<file path="config.mk">
export PLATFORM = sky130hd
export DESIGN_NAME = swc_front
export DESIGN_NICKNAME = d
export VERILOG_FILES = /design/src/hdl/swc_pkg.sv /design/src/hdl/swc_front.sv
export SDC_FILE = /design/constraint.sdc
export NUM_CORES = 1
export LEC_CHECK = 0
export BUFFER_PORTS_ARGS = -buffer_cell sky130_fd_sc_hd__buf_2
export CORE_MARGIN = 1
export CORE_UTILIZATION = 46
export DETAILED_ROUTE_END_ITERATION = 6
export PLACE_DENSITY = 0.91
export RECOVER_POWER = 25
export SLEW_MARGIN = 20
export SYNTH_ARGS = -nofsm -noshare
export SYNTH_HDL_FRONTEND = slang
export SYNTH_SLANG_ARGS = --single-unit
</file>
<file path="constraint.sdc">
create_clock -name vclk -period 5.8
set_clock_uncertainty 0.05 [all_clocks]
set_input_delay 1.16 -clock vclk [all_inputs]
set_output_delay 1.16 -clock vclk [all_outputs]
set_load 0.02 [all_outputs]
</file>
<file path="src/hdl/swc_pkg.sv">
// Shared types and constants of the sliding-window Cpk block.
`timescale 1ns / 1ps
package swc_pkg;

  localparam int SAMPLE_W = 16;
  localparam int LIMIT_W  = 16;
  localparam int CPK_W    = 16;
  localparam int HELD_W   = 11;
  localparam int ROOT_W   = 16;

  // Configuration register indexes
  localparam logic REG_LOWER = 1'b0;
  localparam logic REG_UPPER = 1'b1;

  localparam logic [LIMIT_W-1:0] LOWER_RESET = 16'd21910;
  localparam logic [LIMIT_W-1:0] UPPER_RESET = 16'd22090;

  // Q8.8 saturation bounds of the magnitude
  localparam logic [ROOT_W-1:0] POS_MAX = 16'd32767;
  localparam logic [ROOT_W-1:0] NEG_MAX = 16'd32768;

  // One classified sample as it travels from front to back
  typedef struct packed {
    logic [SAMPLE_W-1:0] sample;
    logic                above;
    logic                below;
  } swc_item_t;

endpackage

</file>
<file path="src/hdl/swc_front.sv">
// Front end: accepts samples and flags them against the specification limits.
`timescale 1ns / 1ps
module swc_front
  import swc_pkg::*;
(
  input  logic                in_valid_i,
  output logic                in_stall_o,
  input  logic [SAMPLE_W-1:0] sample_i,
  input  logic [LIMIT_W-1:0]  lower_limit_i,
  input  logic [LIMIT_W-1:0]  upper_limit_i,
  input  logic                q_full_i,
  output logic                q_push_o,
  output swc_item_t           q_item_o
);

  logic above;

  // Stall while the queue has no room
  assign in_stall_o = q_full_i;
  assign q_push_o   = in_valid_i && !q_full_i;

  // Classify the sample; upper wins when limits are inverted
  assign above = sample_i > upper_limit_i;
  always_comb begin
    q_item_o.sample = sample_i;
    q_item_o.above  = above;
    q_item_o.below  = !above && (sample_i < lower_limit_i);
  end

endmodule

</file>
==> impl_metrics.yaml <==
routing:
  drc: 0
  vias: 987
  ant_nets: 0
  routedWlPerCell_um: 10.1
  via_per_inst: 4.81
  dr.pass1.iters: 4
  drt_iter0_drc: 10
  wl_mm: 2.06
floorplan:
  ios: 70
  die_height_um: 46.7
  fp-row-count: 15
  initial_core_util_pct: 50.9
  coreArea_um2: 1800
  dieArea_um2: 2180
  die_w_um: 46.7
finish:
  fin_nets: 263
  antennaDiodeCount: 0
  layout_common_cells: "buf_2 (65), inv_1 (31), ha_1 (31), a21oi_1 (10), nand2_1 (7)"
  drive_gt1_share_pct: 37.2
  stdcell_area_um2: 1160
  num-fill-cells: 169
  layout_commonest_cell: "buf_2"
  clock_buffers: 0
  area_growth_pct: 26.2
  flops_and_latches: 0
  seqCellArea_um2: 0
logic_synthesis:
  seq_area_frac_synth_pct: 0
  syn_avg_cell_area_um2: 7.17
  synth_cell_types: 22
  synthesis.area_um2: 917
  synthCells: 128
  ys_warn_count: 0
  synth_nets: 209
clock_network:
  ctsHoldBuffers: 0
  cts_setup_buffers: 0
  cts.repair.resized: 0
critical_path:
  crit_family: "compound AO/OA/AOI/OAI gates"
  slowest_stage: "ha_1"
  cp_slowest_stage_delay_ps: 330
  cp.required_ps: 4590
  end_kind: "primary output"
  critical_path_class: "in2out"
  critical_path.cell_chain: "buf_2 -> ha_1 -> nand4_1 -> nor2_1 -> a221o_1 -> o31a_1 -> a211oi_2 -> buf_2"
  critPathBufInv: 2
  crit_top_cell: "buf_2"
  critical_path_arrival_ps: 2890
  crit_fanout: 3
  setup.worst_path.start_class: "primary input"
power_and_ir_drop:
  power_mw: 0.0866
  leakage_nw: 0.763
  ir_drop_mv: 0.0411
  powerDensity_nw_per_um2: 74.9
sta:
  hold_ws_ps: 2530
  worst_slew_pin_slew_ps: 316
  max_freq_mhz: 244
  period_share_pct: 70.7
  finalSetupViolCount: 0
  slew_headroom_pct: 78.7
  period_needed_ps: 4100
  rsz0062_at_grt: "no"
  drv_slew: 0
  timing.setup.tns_ps: 0
  hold_violations: 0
global_routing:
  antenna_found_initial: 0
  grtUsageTotal_pct: 18.7
  grt_max_degree: 4
  grt_pass1_wl_mm: 3.10
  grt_pass1_vias: 885
  grt_remaining_overflow: 0
run:
  maxCapViolCount: 0
placement:
  dp_hpwl_mm: 1.97
  placed_cell_area_um2: 1160
  io_buffer_count: 70
  place_congestion: 0.713
hold_path:
  min_path_type: "in2out"
outcome:
  outcome: "complete, no violations"
-- per-stage QoR --
stage | cells | utilization (%) | setup slack (ps)
global placement | 205 | 64.6 | 1760
CTS | 205 | 64.6 | 1690
detailed placement | 205 | 64.6 | 1690
global route | 205 | 64.2 | 1610
floorplan | 128 | - | 1900
finish | 205 | 64.2 | 1700
-- synth_stat cells --
master	n	area share, %
a21oi_2	1	0.96
a221o_1	1	1.1
a21oi_1	10	5.5
nand3_1	2	1.1
nor4_1	1	0.68
o21a_1	1	0.82
buf_4	18	15
o31a_1	1	0.96
a21o_1	3	2.5
and2_1	1	0.68
a21boi_0	1	0.82
nor2_1	3	1.2
a211oi_2	1	1.4
nand2_1	7	2.9
ha_1	31	42
nor2b_1	2	1.4
a211oi_1	2	1.6
inv_1	31	13
o21ai_0	4	2.2
nand2b_1	1	0.68
nand4_1	5	3.4
nor3_1	1	0.55
-- cell families (layout without fill, tap and decap cells) --
group | Yosys count | after routing | synth area share, %
adder cells (fa/ha/maj) | 31 | 31 | 42.3
AO/OA/AOI/OAI | 25 | 25 | 17.7
buffers and inverters | 49 | 101 | 27.4
AND/OR/NAND/NOR | 23 | 23 | 12.6
-- routing by layer --
metal	track usage, %	part of all wire [%]
met1	20.2	41
met2	41.1	55
met3	0	4.7
met4	0	0
met5	0	0
-- final timing paths --
| kind | from | to | slack [ps] | cells after the start |
|---|---|---|---|---|
| setup / recovery | sample_i[14] | q_item_o[0] | 1700 | 8 |
| hold / removal | sample_i[7] | q_item_o[9] | 2530 | 2 |
-- where the power goes --
group / switching (mW) / internal [mW]
logic: 0.0469 / 0.0397
clock network: 0 / 0
registers: 0 / 0
total: 0.0469 / 0.0397
-- cell type report --
class / instances / area [µm²] / share of cell area [%]
inverter: 31 / 116 / 10.1
multi-input combinational: 79 / 666 / 57.5
tap: 25 / 31.3 / 2.70
timing repair buffer: 70 / 344 / 29.7
No activity file was read; power rests on OpenSTA's default activity.
