--- src/hdl/swc_pkg.sv ---
// Shared types and constants of the sliding-window Cpk block.
`timescale 1ns / 1ps
package swc_pkg;

  localparam int SAMPLE_W = 16;
  localparam int LIMIT_W  = 16;
  localparam int CPK_W    = 16;
  localparam int HELD_W   = 11;
  localparam int ROOT_W   = 16;

  // Configuration register indexes
  localparam logic REG_LOWER = 1'b0;
  localparam logic REG_UPPER = 1'b1;

  localparam logic [LIMIT_W-1:0] LOWER_RESET = 16'd21910;
  localparam logic [LIMIT_W-1:0] UPPER_RESET = 16'd22090;

  // Q8.8 saturation bounds of the magnitude
  localparam logic [ROOT_W-1:0] POS_MAX = 16'd32767;
  localparam logic [ROOT_W-1:0] NEG_MAX = 16'd32768;

  // One classified sample as it travels from front to back
  typedef struct packed {
    logic [SAMPLE_W-1:0] sample;
    logic                above;
    logic                below;
  } swc_item_t;

endpackage

--- src/hdl/swc_queue.sv ---
// Two-entry queue between the front end and the back end.
`timescale 1ns / 1ps
module swc_queue
  import swc_pkg::*;
(
  input  logic      clk_i,
  input  logic      rst_ni,
  input  logic      push_i,
  input  swc_item_t item_i,
  output logic      full_o,
  input  logic      pop_i,
  output logic      valid_o,
  output swc_item_t item_o
);

  swc_item_t   slot_q [2];
  logic        wr_q, wr_d;
  logic        rd_q, rd_d;
  logic [1:0]  cnt_q, cnt_d;

  assign full_o  = cnt_q == 2'd2;
  assign valid_o = cnt_q != 2'd0;
  assign item_o  = slot_q[rd_q];

  // Advance pointers and count
  always_comb begin
    wr_d  = push_i ? !wr_q : wr_q;
    rd_d  = pop_i ? !rd_q : rd_q;
    cnt_d = cnt_q + {1'b0, push_i} - {1'b0, pop_i};
  end

  always_ff @(posedge clk_i or negedge rst_ni) begin
    if (!rst_ni) begin
      wr_q  <= 1'b0;
      rd_q  <= 1'b0;
      cnt_q <= 2'd0;
    end else begin
      wr_q  <= wr_d;
      rd_q  <= rd_d;
      cnt_q <= cnt_d;
    end
  end

  // Hold payload
  always_ff @(posedge clk_i) begin
    if (push_i) begin
      slot_q[wr_q] <= item_i;
    end
  end

endmodule

--- config.mk ---
export PLATFORM = sky130hd
export DESIGN_NAME = swc_queue
export DESIGN_NICKNAME = d
export VERILOG_FILES = /design/src/hdl/swc_pkg.sv /design/src/hdl/swc_queue.sv
export SDC_FILE = /design/constraint.sdc
export NUM_CORES = 1
export LEC_CHECK = 0
export BUFFER_PORTS_ARGS = -buffer_cell sky130_fd_sc_hd__buf_2
export CAP_MARGIN = 40
export CORE_MARGIN = 2
export CORE_UTILIZATION = 45
export DETAILED_ROUTE_END_ITERATION = 8
export PLACE_DENSITY = 0.72
export SETUP_SLACK_MARGIN = 0.1
export SLEW_MARGIN = 0
export SYNTH_ARGS = -nofsm -noshare
export SYNTH_HDL_FRONTEND = slang
export SYNTH_SLANG_ARGS = --single-unit
--- constraint.sdc ---
create_clock -name clk_i -period 2.1 [get_ports clk_i]
set_input_delay 0.42 -clock clk_i [delete_from_list [all_inputs] [get_ports clk_i]]
set_output_delay 0.42 -clock clk_i [all_outputs]
set_load 0.02 [all_outputs]
==> metrics <==
Cells after Synth=71; Synth top cells by count=edfxtp_1 (36), mux2_2 (9), mux2_4 (9); WP data required=1.68 ns; Reg2Reg Setup Slack=0.70 ns; CTS tree=done; sw frac=30.8%; max-slew violations=0; post-synthesis to final-layout area growth=23.1%; Reg2Reg Launch Point=cnt_q[0]$_DFF_PN0_; placed cells=161; Synthesis Warnings=0; Die Wd=62.6 µm; via count=792; GRT Resource Usage Total=12.8%; EDFF count, synth=36; Area after DPL=1820 µm²; RePlAce Congestion=0.659; # diodes=0; Crit path largest cell delay=0.37 ns; Yosys top cell area share=69.8%; crit path launch type=flop; Detail Placement HPWL=1640 µm; grt total ovfl=0; die area=3920 µm²; row count=21; Sequential cell area=1180 µm²; drt first pass iters=4; RR Endpoint=cnt_q[1]$_DFF_PN0_; Synth area leaders=edfxtp_1 (70%), mux2_4 (8.7%), mux2_2 (6.5%), dfrtp_1 (6.5%), ha_1 (1.6%); Fillers=278; Initial Utilization=46.7%; RSZ-0062 raised after global routing=false; Power Density=1330 nW/µm²; Critical-path top delay cell=mux2_2; # port buffers=41; setup violators final=0; post-route antenna net violation count=0; DRT iter0 DRCs=25; Synth async-reset ratio=10.0%; DR WL/cell=13.0 µm; max_slew headroom=83.6%; pin count of the biggest net entering global routing=19; Hold Path Origin=item_i[1]; cells along the critical path=buf_4, mux2_2, buf_2; Fin. Hold Viols=0; io pins=42; first-pass GRT wire length=3680 µm; clock buffer depth=2; most numerous cell in the Yosys netlist=edfxtp_1; area leader, netlist=edfxtp_1; CP arrival=1.45 ns; via density per instance=4.66; crit path max fanout=11; Pint=1.75 mW; setup TNS=0 ns; final non-filler cell total=170; Leakage=0.787 nW; total core area=3310 µm²; finished layout cell area=1910 µm²; Skew-Pair Late Insertion Delay=0.33 ns; Final WS setup=0.228 ns; Clock Root Buffer=clkbuf_4; Hold WS=0.269 ns; number of global-route vias before repair=864; Residual DRC=0; initial antenna violation count=0; clock group share of total power=18.5%; CTS resizes=0; status=completed; Worst-Margin Slew=0.245 ns; multi-input logic area=330 µm²; Crit. End Element=output port; worst min path class=in2reg; worst hold path depth=1; P_sw=780 µW; sequential cell area fraction in the yosys report=76.3%; clk_skew=0.00735 ns; FF+latch count, synth=40; fin crit period=1.87 ns; area of the mapped netlist=1550 µm²; Mapped Nets=95; share of cells above drive strength 1=58.9%; power consumption=2.54 mW; Max-cap violations=0; syn avg cell area=21.8 µm²; WS Path Type=reg2out; worst hold endpoint=slot_q[1][1]$_DFFE_PP_; Flop pwr share=44.3%; Sink Count=40; DP Worst Slack=0.531 ns; Worst Reg2Reg Path Length in Cells=5; Synth Flop Type=edfxtp_1; Die Y-Extent=62.6 µm; synth unique cells=13; Fmax=534 MHz; Reg clk slew, reported paths=0.11 ns; layout net count=147; H-tree Lvls=2; post-layout util=57.6%; Num CTS Buffers=5; Comb power frac=37.2%; peak supply drop=905 µV; final WL=2220 µm; period utilization=89.1%
kinds of logic after synthesis:
| kind of cell | count (synthesis) | synth area share (%) |
|---|---|---|
| fa+ha+maj | 2 | 1.62 |
| simple gates | 4 | 1.62 |
| mux | 18 | 15.3 |
| flops | 40 | 76.3 |
| xor+xnor | 3 | 2.67 |
| buf+inv | 4 | 2.51 |
flip-flops by register name (all words and copies together), names as in the netlist:
signal  flops
rd_q        1
slot_q     36
wr_q        1
cnt_q       2
timing repair:
action                                 in CTS  in global routing
setup buffers                               0                  0
hold buffers                                1                  0
endpoints found under the hold margin       4                  0
how the worst max path moves through the flow:
| stage | slack [ns] | depth (start not counted) | to | start |
|---|---|---|---|---|
| global placement | 0.60 | 5 | cnt_q[1]$_DFF_PN0_ | pop_i |
| finish | 0.23 | 3 | item_o[3] | rd_q$_DFFE_PN0P_ |
| CTS | 0.19 | 3 | item_o[3] | rd_q$_DFFE_PN0P_ |
| floorplan | 0.44 | 1 | slot_q[0][0]$_DFFE_PP_ | push_i |
| detailed placement | 0.53 | 5 | cnt_q[1]$_DFF_PN0_ | pop_i |
| global route | 0.13 | 3 | item_o[3] | rd_q$_DFFE_PN0P_ |
power groups by stage:
stage	Combinational, mW	Sequential [mW]	Clock (mW)
3_5_place_dp	0.959	1.14	0
4_1_cts	0.964	1.13	0.490
2_1_floorplan	0.730	1.13	0
6_report	0.943	1.12	0.470
3_3_place_gp	0.938	1.13	0
5_1_grt	1.01	1.14	0.535
metal layers:
layer	global-route usage (%)	wire (µm)	vias up
li1	-	-	372
met1	13.0	834	385
met2	23.0	1200	27
met3	3.42	117	8
met4	8.33	59	0
met5	0	0	-
final cells by class:
class	count	share of cell area, %
Timing Repair Buffer	47	13.3
Tap cell	46	3.02
Sequential cell	40	62.0
Clock buffer	6	2.17
Multi-Input combinational cell	27	17.3
Inverter	2	0.394
Clock inverter	2	1.84
worst max-delay path: cells and delay by family, from the launching register on:
| family | cells | cell delay [ns] |
|---|---|---|
| buffers and inverters | 2 | 0.40 |
| muxes | 1 | 0.37 |
| DFF | 1 | 0.36 |
placed cells by master, fill, tap and decap left out:
cell / instances
xor2_1: 2
clkinv_2: 1
xor3_1: 1
inv_1: 2
dlygate4sd3_1: 1
bufinv_16: 1
mux2_2: 9
edfxtp_1: 36
clkbuf_4: 5
buf_2: 41
mux2_4: 9
buf_4: 5
clkbuf_1: 1
or2_2: 1
and2_1: 1
nor2b_2: 1
nor2b_1: 1
ha_1: 2
dfrtp_1: 4
No activity file was read; power rests on OpenSTA's default activity.
